===== src/hdl/pulse_wave_peak_valley_detector_unit_defines.svh =====
// ----------------------------------------------------------------------------
// pulse wave detector assertion macros
// shared concurrent assertion forms, clocked on clk
// ----------------------------------------------------------------------------
`ifndef PULSE_WAVE_PEAK_VALLEY_DETECTOR_UNIT_DEFINES_SVH
`define PULSE_WAVE_PEAK_VALLEY_DETECTOR_UNIT_DEFINES_SVH

// checked only while out of reset
`define PWPVD_ASSERT(name, prop, msg) \
	name: assert property (@(posedge clk) disable iff (!arst_n) prop) else $error(msg);

// checked at every edge, reset included
`define PWPVD_ASSERT_ALWAYS(name, prop, msg) \
	name: assert property (@(posedge clk) prop) else $error(msg);

`endif


===== src/hdl/pwpvd_pkg.sv =====
// ----------------------------------------------------------------------------
// pwpvd_pkg
// widths, codes and shared types of the pulse wave peak/valley detector
// ----------------------------------------------------------------------------
package pwpvd_pkg;

	localparam int SAMPLE_W = 16;
	localparam int COUNT_W  = 8;
	localparam int STATUS_W = 2;
	localparam int CFG_ADDR_W = 3;
	localparam int CFG_DATA_W = 16;

	// operation codes
	localparam logic OP_SAMPLE  = 1'b0;
	localparam logic OP_RESTART = 1'b1;

	// status codes
	localparam logic [STATUS_W-1:0] ST_RUN    = 2'd0;
	localparam logic [STATUS_W-1:0] ST_FLAT   = 2'd1;
	localparam logic [STATUS_W-1:0] ST_ENOUGH = 2'd2;
	localparam logic [STATUS_W-1:0] ST_LIMIT  = 2'd3;

	// register indexes
	localparam logic [CFG_ADDR_W-1:0] REG_SLOPE_RANGE      = 3'd0;
	localparam logic [CFG_ADDR_W-1:0] REG_FLAT_MARK_COUNT  = 3'd1;
	localparam logic [CFG_ADDR_W-1:0] REG_FLAT_LINE_LIMIT  = 3'd2;
	localparam logic [CFG_ADDR_W-1:0] REG_TRIGGER_POINTS   = 3'd3;
	localparam logic [CFG_ADDR_W-1:0] REG_PEAK_BOTTOM_MIN  = 3'd4;
	localparam logic [CFG_ADDR_W-1:0] REG_WAVE_COUNT_LIMIT = 3'd5;
	localparam logic [CFG_ADDR_W-1:0] REG_SAMPLE_LIMIT     = 3'd6;

	typedef struct packed {
		logic [15:0]        slope_range;
		logic [15:0]        flat_mark_count;
		logic [15:0]        flat_line_limit;
		logic [15:0]        trigger_points;
		logic [15:0]        peak_bottom_min;
		logic [COUNT_W-1:0] wave_count_limit;
		logic [15:0]        sample_limit;
	} cfg_t;

	typedef struct packed {
		logic                flat;
		logic [SAMPLE_W-1:0] top_value;
		logic [15:0]         top_index;
		logic [COUNT_W-1:0]  rising;
		logic [15:0]         top_plateau;
		logic [SAMPLE_W-1:0] bottom_value;
		logic [15:0]         bottom_index;
		logic [COUNT_W-1:0]  falling;
		logic [15:0]         bottom_plateau;
	} wave_t;

	typedef struct packed {
		logic [STATUS_W-1:0] status;
		logic                wave_valid;
		logic [COUNT_W-1:0]  wave_number;
		wave_t               wave;
	} res_t;

endpackage


===== src/hdl/pwpvd_if.sv =====
// ----------------------------------------------------------------------------
// pwpvd channel interfaces
// sample item, result item and register write channels
// ----------------------------------------------------------------------------
interface pwpvd_item_if;
	logic                              valid;
	logic                              ready;
	logic                              operation;
	logic [pwpvd_pkg::SAMPLE_W-1:0]    sample;

	modport source (output valid, output operation, output sample, input ready);
	modport sink   (input valid, input operation, input sample, output ready);
endinterface

interface pwpvd_result_if;
	logic                              valid;
	logic                              ready;
	logic [pwpvd_pkg::STATUS_W-1:0]    status;
	logic                              wave_valid;
	logic [pwpvd_pkg::COUNT_W-1:0]     wave_number;
	logic                              wave_flat;
	logic [pwpvd_pkg::SAMPLE_W-1:0]    top_value;
	logic [15:0]                       top_index;
	logic [pwpvd_pkg::SAMPLE_W-1:0]    bottom_value;
	logic [15:0]                       bottom_index;
	logic [pwpvd_pkg::COUNT_W-1:0]     rising_samples;
	logic [pwpvd_pkg::COUNT_W-1:0]     falling_samples;
	logic [15:0]                       top_plateau;
	logic [15:0]                       bottom_plateau;

	modport source (
		output valid, output status, output wave_valid, output wave_number,
		output wave_flat, output top_value, output top_index, output bottom_value,
		output bottom_index, output rising_samples, output falling_samples,
		output top_plateau, output bottom_plateau, input ready
	);
	modport sink (
		input valid, input status, input wave_valid, input wave_number,
		input wave_flat, input top_value, input top_index, input bottom_value,
		input bottom_index, input rising_samples, input falling_samples,
		input top_plateau, input bottom_plateau, output ready
	);
endinterface

interface pwpvd_cfg_if;
	logic                               valid;
	logic                               ready;
	logic [pwpvd_pkg::CFG_ADDR_W-1:0]   addr;
	logic [pwpvd_pkg::CFG_DATA_W-1:0]   data;

	modport source (output valid, output addr, output data, input ready);
	modport sink   (input valid, input addr, input data, output ready);
endinterface


===== src/hdl/pwpvd_core.sv =====
// ----------------------------------------------------------------------------
// pwpvd_core
// slope tracking, turn confirmation and wave assembly, one sample per step
// ----------------------------------------------------------------------------
module pwpvd_core #(
	parameter int SAMPLE_BITS = 16
) (
	input  logic                               clk,
	input  logic                               arst_n,
	input  logic                               step,
	input  logic                               restart,
	input  logic [pwpvd_pkg::SAMPLE_W-1:0]     sample,
	input  pwpvd_pkg::cfg_t                    cfg,
	output pwpvd_pkg::res_t                    res
);

	localparam int CW = pwpvd_pkg::COUNT_W;

	logic [SAMPLE_BITS-1:0] prev_q, prev_d;
	logic [15:0]            cnt_q, cnt_d;
	logic [15:0]            frun_q, frun_d;
	logic                   lfall_q, lfall_d;
	logic                   trend_q, trend_d;
	logic [CW-1:0]          rise_q, rise_d;
	logic [CW-1:0]          fall_q, fall_d;
	logic                   turn_q, turn_d;
	logic [pwpvd_pkg::SAMPLE_W-1:0] ctop_val_q, ctop_val_d;
	logic [15:0]            ctop_idx_q, ctop_idx_d;
	logic [pwpvd_pkg::SAMPLE_W-1:0] cbot_val_q, cbot_val_d;
	logic [15:0]            cbot_idx_q, cbot_idx_d;
	logic [15:0]            ptop_q, ptop_d;
	logic [15:0]            pbot_q, pbot_d;
	pwpvd_pkg::wave_t       pend_q, pend_d;
	logic [CW-1:0]          wcnt_q, wcnt_d;

	logic [SAMPLE_BITS-1:0] s_w;
	logic                   going_up;
	logic [SAMPLE_BITS-1:0] mag;
	logic                   flat;
	logic [15:0]            spacing;

	assign s_w      = sample[SAMPLE_BITS-1:0];
	assign going_up = s_w > prev_q;
	assign mag      = going_up ? (s_w - prev_q) : (prev_q - s_w);
	assign flat     = 16'(mag) < cfg.slope_range;
	// top index is never touched on a rising step, so the stored one serves
	assign spacing  = cbot_idx_q - pend_q.top_index;

	always_comb begin
		prev_d     = prev_q;
		cnt_d      = cnt_q;
		frun_d     = frun_q;
		lfall_d    = lfall_q;
		trend_d    = trend_q;
		rise_d     = rise_q;
		fall_d     = fall_q;
		turn_d     = turn_q;
		ctop_val_d = ctop_val_q;
		ctop_idx_d = ctop_idx_q;
		cbot_val_d = cbot_val_q;
		cbot_idx_d = cbot_idx_q;
		ptop_d     = ptop_q;
		pbot_d     = pbot_q;
		pend_d     = pend_q;
		wcnt_d     = wcnt_q;
		res        = '0;

		if (restart) begin
			prev_d  = '0;
			cnt_d   = '0;
			frun_d  = '0;
			trend_d = 1'b1;
			rise_d  = '0;
			fall_d  = '0;
			turn_d  = 1'b0;
			ptop_d  = '0;
			pbot_d  = '0;
			wcnt_d  = '0;
		end else begin
			if (flat) begin
				frun_d = (frun_q == 16'hFFFF) ? frun_q : frun_q + 16'd1;
				// a flat sample also counts toward the side it sits on
				if (lfall_q) begin
					pbot_d = pbot_q + 16'd1;
					fall_d = fall_q + 1'b1;
				end else begin
					rise_d = rise_q + 1'b1;
					ptop_d = ptop_q + 16'd1;
				end
				if (frun_d > cfg.flat_mark_count) begin
					pend_d.flat = 1'b1;
					if (frun_d > cfg.flat_line_limit)
						res.status = pwpvd_pkg::ST_FLAT;
				end
			end else begin
				lfall_d = ~going_up;
				frun_d  = '0;
			end

			if (lfall_d) begin
				if (!trend_q) begin
					if (fall_d == '0) begin
						ctop_val_d = (cnt_q != '0) ? 16'(prev_q) : 16'(s_w);
						ctop_idx_d = (cnt_q != '0) ? cnt_q - 16'd1 : '0;
						turn_d     = 1'b0;
					end
					if (16'(fall_d) > cfg.trigger_points && !turn_q) begin
						trend_d            = 1'b1;
						pend_d.top_value   = ctop_val_q;
						pend_d.top_index   = ctop_idx_q;
						pend_d.rising      = rise_d;
						pend_d.top_plateau = ptop_d;
						ptop_d             = '0;
						rise_d             = '0;
						turn_d             = 1'b1;
					end
				end
				fall_d = fall_d + 1'b1;
			end else begin
				if (trend_q) begin
					if (rise_d == '0) begin
						cbot_val_d = (cnt_q != '0) ? 16'(prev_q) : 16'(s_w);
						cbot_idx_d = (cnt_q != '0) ? cnt_q - 16'd1 : '0;
						turn_d     = 1'b0;
					end
					if (16'(rise_d) > cfg.trigger_points && !turn_q) begin
						trend_d               = 1'b0;
						pend_d.bottom_value   = cbot_val_q;
						pend_d.bottom_index   = cbot_idx_q;
						pend_d.falling        = fall_d;
						pend_d.bottom_plateau = pbot_d;
						if (spacing > cfg.peak_bottom_min) begin
							// zero peak keeps the pending wave for later
							if (pend_d.top_value != '0) begin
								res.wave_valid  = 1'b1;
								res.wave_number = wcnt_q;
								res.wave        = pend_d;
								wcnt_d = (wcnt_q == '1) ? wcnt_q : wcnt_q + 1'b1;
								pend_d = '0;
								if (wcnt_d > cfg.wave_count_limit)
									res.status = pwpvd_pkg::ST_ENOUGH;
							end
						end else begin
							pend_d = '0;
						end
						pbot_d = '0;
						fall_d = '0;
						turn_d = 1'b1;
					end
				end
				rise_d = rise_d + 1'b1;
			end

			prev_d = s_w;
			cnt_d  = cnt_q + 16'd1;
			if (cnt_d >= cfg.sample_limit)
				res.status = pwpvd_pkg::ST_LIMIT;
		end
	end

	always_ff @(posedge clk or negedge arst_n) begin
		if (!arst_n) begin
			prev_q     <= '0;
			cnt_q      <= '0;
			frun_q     <= '0;
			lfall_q    <= 1'b0;
			trend_q    <= 1'b1;
			rise_q     <= '0;
			fall_q     <= '0;
			turn_q     <= 1'b0;
			ctop_val_q <= '0;
			ctop_idx_q <= '0;
			cbot_val_q <= '0;
			cbot_idx_q <= '0;
			ptop_q     <= '0;
			pbot_q     <= '0;
			pend_q     <= '0;
			wcnt_q     <= '0;
		end else if (step) begin
			prev_q     <= prev_d;
			cnt_q      <= cnt_d;
			frun_q     <= frun_d;
			lfall_q    <= lfall_d;
			trend_q    <= trend_d;
			rise_q     <= rise_d;
			fall_q     <= fall_d;
			turn_q     <= turn_d;
			ctop_val_q <= ctop_val_d;
			ctop_idx_q <= ctop_idx_d;
			cbot_val_q <= cbot_val_d;
			cbot_idx_q <= cbot_idx_d;
			ptop_q     <= ptop_d;
			pbot_q     <= pbot_d;
			pend_q     <= pend_d;
			wcnt_q     <= wcnt_d;
		end
	end

endmodule


===== src/hdl/pulse_wave_peak_valley_detector_unit.sv =====
// ----------------------------------------------------------------------------
// pulse wave peak/valley detector
// Takes one pulse sample (or a restart) per clock while the result register
// is free or draining, and returns one result per item: session status and,
// when a valley confirms a wave, that wave's peak, valley, slope counts and
// plateaus. An accepted item sits in the input register while the slope/turn
// update runs, then lands in the result register once that is free or
// draining. Throughput is one item per clock under that condition, set by the
// state update in the core; the input register can take a new item while an
// older result waits. Register writes are taken at any cycle, ready held high.
// ----------------------------------------------------------------------------
`include "pulse_wave_peak_valley_detector_unit_defines.svh"

module pulse_wave_peak_valley_detector_unit #(
	parameter int SAMPLE_BITS = 16
) (
	input  logic                   clk,
	input  logic                   arst_n,
	pwpvd_item_if.sink             item,
	pwpvd_result_if.source         result,
	pwpvd_cfg_if.sink              cfg
);

	pwpvd_pkg::cfg_t cfg_q;

	logic                            valid_s1;
	logic                            op_s1;
	logic [pwpvd_pkg::SAMPLE_W-1:0]  sample_s1;
	logic                            adv;

	pwpvd_pkg::res_t res_c;
	pwpvd_pkg::res_t res_q;
	logic            out_valid_q;

	// register writes
	assign cfg.ready = 1'b1;

	always_ff @(posedge clk or negedge arst_n) begin
		if (!arst_n) begin
			cfg_q.slope_range      <= 16'd8;
			cfg_q.flat_mark_count  <= 16'd4;
			cfg_q.flat_line_limit  <= 16'd64;
			cfg_q.trigger_points   <= 16'd3;
			cfg_q.peak_bottom_min  <= 16'd10;
			cfg_q.wave_count_limit <= 8'd8;
			cfg_q.sample_limit     <= 16'd2048;
		end else if (cfg.valid) begin
			unique case (cfg.addr)
				pwpvd_pkg::REG_SLOPE_RANGE:      cfg_q.slope_range     <= cfg.data;
				pwpvd_pkg::REG_FLAT_MARK_COUNT:  cfg_q.flat_mark_count <= cfg.data;
				pwpvd_pkg::REG_FLAT_LINE_LIMIT:  cfg_q.flat_line_limit <= cfg.data;
				pwpvd_pkg::REG_TRIGGER_POINTS:   cfg_q.trigger_points  <= cfg.data;
				pwpvd_pkg::REG_PEAK_BOTTOM_MIN:  cfg_q.peak_bottom_min <= cfg.data;
				pwpvd_pkg::REG_WAVE_COUNT_LIMIT: begin
					cfg_q.wave_count_limit <= cfg.data[pwpvd_pkg::COUNT_W-1:0];
				end
				pwpvd_pkg::REG_SAMPLE_LIMIT:     cfg_q.sample_limit    <= cfg.data;
				default: ;
			endcase
		end
	end

	// input register advances whenever the result register is free or draining
	assign adv        = valid_s1 && (!out_valid_q || result.ready);
	assign item.ready = !valid_s1 || adv;

	always_ff @(posedge clk or negedge arst_n) begin
		if (!arst_n) begin
			valid_s1 <= 1'b0;
		end else if (item.ready) begin
			valid_s1 <= item.valid;
		end
	end

	always_ff @(posedge clk) begin
		if (item.valid && item.ready) begin
			op_s1     <= item.operation;
			sample_s1 <= item.sample;
		end
	end

	pwpvd_core #(
		.SAMPLE_BITS (SAMPLE_BITS)
	) u_core (
		.clk     (clk),
		.arst_n  (arst_n),
		.step    (adv),
		.restart (op_s1 == pwpvd_pkg::OP_RESTART),
		.sample  (sample_s1),
		.cfg     (cfg_q),
		.res     (res_c)
	);

	// result register
	always_ff @(posedge clk or negedge arst_n) begin
		if (!arst_n) begin
			out_valid_q <= 1'b0;
		end else if (adv) begin
			out_valid_q <= 1'b1;
		end else if (result.ready) begin
			out_valid_q <= 1'b0;
		end
	end

	always_ff @(posedge clk) begin
		if (adv)
			res_q <= res_c;
	end

	assign result.valid           = out_valid_q;
	assign result.status          = res_q.status;
	assign result.wave_valid      = res_q.wave_valid;
	assign result.wave_number     = res_q.wave_number;
	assign result.wave_flat       = res_q.wave.flat;
	assign result.top_value       = res_q.wave.top_value;
	assign result.top_index       = res_q.wave.top_index;
	assign result.bottom_value    = res_q.wave.bottom_value;
	assign result.bottom_index    = res_q.wave.bottom_index;
	assign result.rising_samples  = res_q.wave.rising;
	assign result.falling_samples = res_q.wave.falling;
	assign result.top_plateau     = res_q.wave.top_plateau;
	assign result.bottom_plateau  = res_q.wave.bottom_plateau;

	// a restart transfer yields a quiet result
	`PWPVD_ASSERT(a_restart_quiet, (adv && op_s1 == pwpvd_pkg::OP_RESTART) |=> (res_q.status == pwpvd_pkg::ST_RUN && !res_q.wave_valid), "restart result not quiet")

	// an emitted wave never has a zero peak
	`PWPVD_ASSERT_ALWAYS(a_wave_top_nonzero, (out_valid_q && res_q.wave_valid) |-> (res_q.wave.top_value != '0), "wave emitted with zero peak")

	// a stalled item stays put in the input register
	`PWPVD_ASSERT(a_s1_hold, (valid_s1 && !adv) |=> (valid_s1 && $stable(sample_s1) && $stable(op_s1)), "input register lost a stalled item")

	// a result without a wave always comes with wave fields and wave number cleared
	`PWPVD_ASSERT(a_no_wave_zero, (out_valid_q && !res_q.wave_valid) |-> (res_q.wave == '0 && res_q.wave_number == '0), "idle wave fields not zero")

endmodule

===== src/flat_wrapper.sv =====
// flat-port wrapper written by rule: the top's interface ports become plain ports
module pulse_wave_peak_valley_detector_unit_flat 
#(
	parameter int SAMPLE_BITS = 16
)
  (clk, arst_n, item_valid, item_operation, item_sample, item_ready, result_valid, result_status, result_wave_valid, result_wave_number, result_wave_flat, result_top_value, result_top_index, result_bottom_value, result_bottom_index, result_rising_samples, result_falling_samples, result_top_plateau, result_bottom_plateau, result_ready, cfg_valid, cfg_addr, cfg_data, cfg_ready);
  pwpvd_item_if item_i ();
  pwpvd_result_if result_i ();
  pwpvd_cfg_if cfg_i ();
  input  logic clk;
  input  logic arst_n;
  input wire logic [$bits(item_i.valid)-1:0] item_valid;
  input wire logic [$bits(item_i.operation)-1:0] item_operation;
  input wire logic [$bits(item_i.sample)-1:0] item_sample;
  output wire logic [$bits(item_i.ready)-1:0] item_ready;
  output wire logic [$bits(result_i.valid)-1:0] result_valid;
  output wire logic [$bits(result_i.status)-1:0] result_status;
  output wire logic [$bits(result_i.wave_valid)-1:0] result_wave_valid;
  output wire logic [$bits(result_i.wave_number)-1:0] result_wave_number;
  output wire logic [$bits(result_i.wave_flat)-1:0] result_wave_flat;
  output wire logic [$bits(result_i.top_value)-1:0] result_top_value;
  output wire logic [$bits(result_i.top_index)-1:0] result_top_index;
  output wire logic [$bits(result_i.bottom_value)-1:0] result_bottom_value;
  output wire logic [$bits(result_i.bottom_index)-1:0] result_bottom_index;
  output wire logic [$bits(result_i.rising_samples)-1:0] result_rising_samples;
  output wire logic [$bits(result_i.falling_samples)-1:0] result_falling_samples;
  output wire logic [$bits(result_i.top_plateau)-1:0] result_top_plateau;
  output wire logic [$bits(result_i.bottom_plateau)-1:0] result_bottom_plateau;
  input wire logic [$bits(result_i.ready)-1:0] result_ready;
  input wire logic [$bits(cfg_i.valid)-1:0] cfg_valid;
  input wire logic [$bits(cfg_i.addr)-1:0] cfg_addr;
  input wire logic [$bits(cfg_i.data)-1:0] cfg_data;
  output wire logic [$bits(cfg_i.ready)-1:0] cfg_ready;
  assign item_i.valid = item_valid;
  assign item_i.operation = item_operation;
  assign item_i.sample = item_sample;
  assign item_ready = item_i.ready;
  assign result_valid = result_i.valid;
  assign result_status = result_i.status;
  assign result_wave_valid = result_i.wave_valid;
  assign result_wave_number = result_i.wave_number;
  assign result_wave_flat = result_i.wave_flat;
  assign result_top_value = result_i.top_value;
  assign result_top_index = result_i.top_index;
  assign result_bottom_value = result_i.bottom_value;
  assign result_bottom_index = result_i.bottom_index;
  assign result_rising_samples = result_i.rising_samples;
  assign result_falling_samples = result_i.falling_samples;
  assign result_top_plateau = result_i.top_plateau;
  assign result_bottom_plateau = result_i.bottom_plateau;
  assign result_i.ready = result_ready;
  assign cfg_i.valid = cfg_valid;
  assign cfg_i.addr = cfg_addr;
  assign cfg_i.data = cfg_data;
  assign cfg_ready = cfg_i.ready;
  pulse_wave_peak_valley_detector_unit #(.SAMPLE_BITS(SAMPLE_BITS)) u_core (.clk(clk), .arst_n(arst_n), .item(item_i), .result(result_i), .cfg(cfg_i));
endmodule

===== config.mk =====
export PLATFORM = sky130hd
export DESIGN_NAME = pulse_wave_peak_valley_detector_unit_flat
export DESIGN_NICKNAME = d
export VERILOG_FILES = /design/src/hdl/pwpvd_pkg.sv /design/src/hdl/pwpvd_if.sv /design/src/hdl/pwpvd_core.sv /design/src/hdl/pulse_wave_peak_valley_detector_unit.sv /design/src/flat_wrapper.sv
export VERILOG_INCLUDE_DIRS = /design/src /design/src/hdl
export SDC_FILE = /design/constraint.sdc
export NUM_CORES = 1
export LEC_CHECK = 0
export ABC_AREA = 1
export ABC_CLOCK_PERIOD_IN_PS = 9600
export BUFFER_PORTS_ARGS = -buffer_cell sky130_fd_sc_hd__buf_2
export CAP_MARGIN = 20
export CORE_ASPECT_RATIO = 0.6
export CORE_MARGIN = 1.5
export CORE_UTILIZATION = 65
export CTS_CLUSTER_DIAMETER = 60
export DETAILED_ROUTE_END_ITERATION = 10
export GPL_ROUTABILITY_DRIVEN = 1
export GPL_TIMING_DRIVEN = 0
export PLACE_DENSITY = 0.85
export RECOVER_POWER = 100
export SLEW_MARGIN = 40
export SYNTH_ARGS = -nofsm -noshare
export SYNTH_HDL_FRONTEND = slang
export SYNTH_SLANG_ARGS = --single-unit

===== constraint.sdc =====
create_clock -name clk -period 9.6 [get_ports clk]
set_input_delay 0.96 -clock clk [delete_from_list [all_inputs] [get_ports clk]]
set_output_delay 0.96 -clock clk [all_outputs]
set_load 0.02 [all_outputs]

==> results.sh <==
export IMPL_outcome="complete, but fails checks"
export IMPL_violations="capacitance limit, slew limit"
export IMPL_synth_fp_nets=3265
export IMPL_fin_skew_ps=30.1
export IMPL_crit_fanout=10
export IMPL_final_net_count=3487
export IMPL_grt_pass1_wl_mm=112
export IMPL_cts_buffer_depth=3
export IMPL_cts_max_level=2
export IMPL_syn_cell_area_um2=25700
export IMPL_vias_per_cell=5.76
export IMPL_worstSetupEndpointType="register"
export IMPL_power_leakage_nw=13.6
export IMPL_crit_path_frequent_cell="nand2_1"
export IMPL_grt_antenna_before_repair=1
export IMPL_place_congestion=0.956
export IMPL_stdcell_area_um2=28600
export IMPL_worst_setup_path_type="register to register"
export IMPL_yosys_warnings=0
export IMPL_ys_async_sr_fraction=0.703
export IMPL_syn_area_per_cell_um2=8.41
export IMPL_gr_total_overflow=0
export IMPL_fin_ws_ps=1130
export IMPL_synth_main_ff_cell="dfrtp_1"
export IMPL_grt_max_degree=80
export IMPL_hold_path_class="primary input to async pin"
export IMPL_coreArea_um2=39000
export IMPL_setup_tns_ps=0
export IMPL_wl_per_cell_um=18.8
export IMPL_postCtsSetupBuffers=0
export IMPL_drc=0
export IMPL_drt_pass1_iter_count=6
export IMPL_max_freq_ghz=0.118
export IMPL_period_needed_ps=8470
export IMPL_postPlaceCellArea_um2=27400
export IMPL_die_area_um2=40800
export IMPL_cts_resized=0
export IMPL_fill_cells=3013
export IMPL_vias=22100
export IMPL_postCtsHoldBufs=0
export IMPL_ys_ff_latch=475
export IMPL_slew_violations=289
export IMPL_synthCells=3059
export IMPL_ff_latch_area_um2=12600
export IMPL_syn2layout_area_growth_pct=11.1
export IMPL_crit_required_ps=9950
export IMPL_grt_pass1_vias=20900
export IMPL_drive_gt1_frac=0.0533
export IMPL_clock_sinks=475
export IMPL_cp_start_kind="register"
export IMPL_timing_final_crit_share=0.882
export IMPL_worst_slew_pin_slew_ps=4020
export IMPL_die_x_um=260
export IMPL_numCtsBuffers=45
export IMPL_ios=168
export IMPL_multi_input_area_um2=10700
export IMPL_cp_arrival_ps=8820
export IMPL_drv_cap=6
export IMPL_dpl_hpwl_mm=54.5
export IMPL_cts_tree="done"
export IMPL_grt_total_usage=0.356
export IMPL_drtIter0Drc=2630
export IMPL_placementRows=56
export IMPL_yosysUniqueCellTypes=55
export IMPL_setup_violations=0
export IMPL_vdd_drop_max_mv=0.224
export IMPL_cts_clk_slew_worst_paths_ps=60
export IMPL_powerDensity_nw_per_um2=288
export IMPL_yosysSeqAreaShare=0.490
export IMPL_finish_utilization=0.732
export IMPL_clk_latency_ps=590
export IMPL_pre_cts_slack_ps=2120
export IMPL_start_util=0.659
export IMPL_rsz0062_at_grt="false"
export IMPL_synth_edff_count=141
export IMPL_wirelength_mm=72.3
export IMPL_die_y_um=157
export IMPL_numPortBuffers=166
export IMPL_critPathSlowestCell="nor2_1"
export IMPL_ant_nets=0
export IMPL_root_buffer="clkbuf_16"
export IMPL_cpPeakStageDelay_ps=1150
export IMPL_slew_headroom=-1.68
export IMPL_finalHoldViolations=0
[through the flow]
stage	hold slack [ps]	cells	total power, W
floorplan	442	3059	0.00525
global placement	456	3747	0.00617
detailed placement	460	3756	0.00634
CTS	145	3840	0.00821
global route	227	3840	0.00876
finish	232	3841	0.00823
[cell type report]
type	count	share of cell area
inverter	498	0.0655
tap	522	0.0229
clock inverter	14	0.00622
timing repair buffer	175	0.0262
antenna	1	0.0000876
multi-input combinational	1989	0.374
sequential	475	0.441
buffer	97	0.0168
clock buffer	70	0.0474
[report_power, final]
part	switching [W]	internal, W	total, W
combinational	0.00254	0.00120	0.00374
sequential	0.000212	0.00240	0.00261
clock	0.000807	0.00107	0.00187
total	0.00356	0.00466	0.00823
[synthesized netlist by cell type (3+ instances only)]
cell	number	area, um^2
nand2_2	10	62.6
nand2_1	717	2690
o21ai_1	99	495
a211oi_1	3	22.5
nor3_1	34	170
buf_4	4	30.0
buf_6	15	169
clkbuf_1	46	173
nand3_2	3	30.0
o21ai_0	219	1100
o21bai_1	4	30.0
a21boi_0	4	30.0
nor4_1	12	75.1
buf_2	29	145
nand4_1	36	225
a31oi_1	4	25.0
nor2_2	6	37.5
fa_1	3	60.1
o211ai_1	8	60.1
a22oi_1	3	22.5
a21o_1	4	30.0
buf_1	3	11.3
a22o_1	3	26.3
edfxtp_1	141	4230
a21oi_1	119	596
nor2_1	266	998
ha_1	162	2030
nand3_1	89	445
nor2_4	4	45.0
o22ai_1	59	369
xnor2_1	9	78.8
xor2_1	81	709
dfrtp_1	324	8110
inv_2	8	30.0
nand2_4	4	45.0
inv_1	489	1840
dfstp_2	10	263
o2111ai_1	3	26.3
[layout by cell type (no fill, tap or decap), drive strengths merged, types with 13 or more instances in the layout]
cell type	n
buf	65
a21oi	120
o22ai	59
xor2	81
nand2	731
nor2	276
nand3	93
clkbuf	277
dfrtp	324
inv	502
edfxtp	141
o21ai	318
nor3	36
nand4	37
ha	162
nor4	13
[worst max-delay path: cells and delay by family (launching register included)]
kind / cells / cell delay (ps)
AOI/OAI and AO/OA: 5 / 560
and+or+nand+nor: 19 / 3800
buffers and inverters: 11 / 2140
adders and majority gates: 4 / 1080
DFF: 1 / 460
xor gates and xnor gates: 1 / 170
[cells by family (layout without fill, tap and decap cells)]
logic type | after synthesis | after routing | synth area share
adder cells (fa/ha/maj) | 165 | 165 | 0.0811
buffers and inverters | 595 | 854 | 0.0932
AND/OR/NAND/NOR | 1194 | 1194 | 0.192
AO/OA/AOI/OAI | 537 | 537 | 0.112
multiplexers | 2 | 2 | 0.000778
other | 1 | 2 | 0.000146
flip-flops | 475 | 475 | 0.490
XOR/XNOR | 90 | 90 | 0.0306
[layer usage]
layer | wire [um] | share of wire | up-vias | GRT usage
li1 | - | - | 10300 | -
met1 | 30400 | 0.42 | 10500 | 0.503
met2 | 31900 | 0.44 | 1130 | 0.549
met3 | 8040 | 0.11 | 163 | 0.0860
met4 | 1930 | 0.027 | 0 | 0.104
met5 | 0 | 0 | - | 0
[worst paths after layout]
kind,cells past startpoint,slack (ps),startpoint,to
worst max-delay path,40,1130,u_core.sample_s1[0]$_DFFE_PP_,u_core.result.bottom_value[0]$_SDFFCE_PP0P_
worst min-delay path,1,230,arst_n,u_core.u_core.wcnt_q[2]$_DFFE_PN0P_
worst max register to register,40,1130,u_core.sample_s1[0]$_DFFE_PP_,u_core.result.bottom_value[0]$_SDFFCE_PP0P_
worst min register to register,2,470,u_core.u_core.pend_q[100]$_DFFE_PN0P_,u_core.u_core.pend_q[100]$_DFFE_PN0P_
max in group asynchronous,3,2310,arst_n,u_core.u_core.pend_q[61]$_DFFE_PN0P_
min in group clk,2,470,u_core.u_core.pend_q[100]$_DFFE_PN0P_,u_core.u_core.pend_q[100]$_DFFE_PN0P_
[flip-flops by register name (all words and copies together) (netlist names), 16 cells and up]
name	flops
u_core.cfg_q	104
u_core.result.bottom_index	16
u_core.result.bottom_plateau	16
u_core.result.bottom_value	16
u_core.result.top_index	16
u_core.result.top_plateau	16
u_core.result.top_value	16
u_core.sample_s1	16
u_core.u_core.cbot_idx_q	16
u_core.u_core.cbot_val_q	16
u_core.u_core.cnt_q	16
u_core.u_core.ctop_idx_q	16
u_core.u_core.ctop_val_q	16
u_core.u_core.frun_q	16
u_core.u_core.pbot_q	16
u_core.u_core.pend_q	57
u_core.u_core.prev_q	16
u_core.u_core.ptop_q	16
No activity file was read; power rests on OpenSTA's default activity.
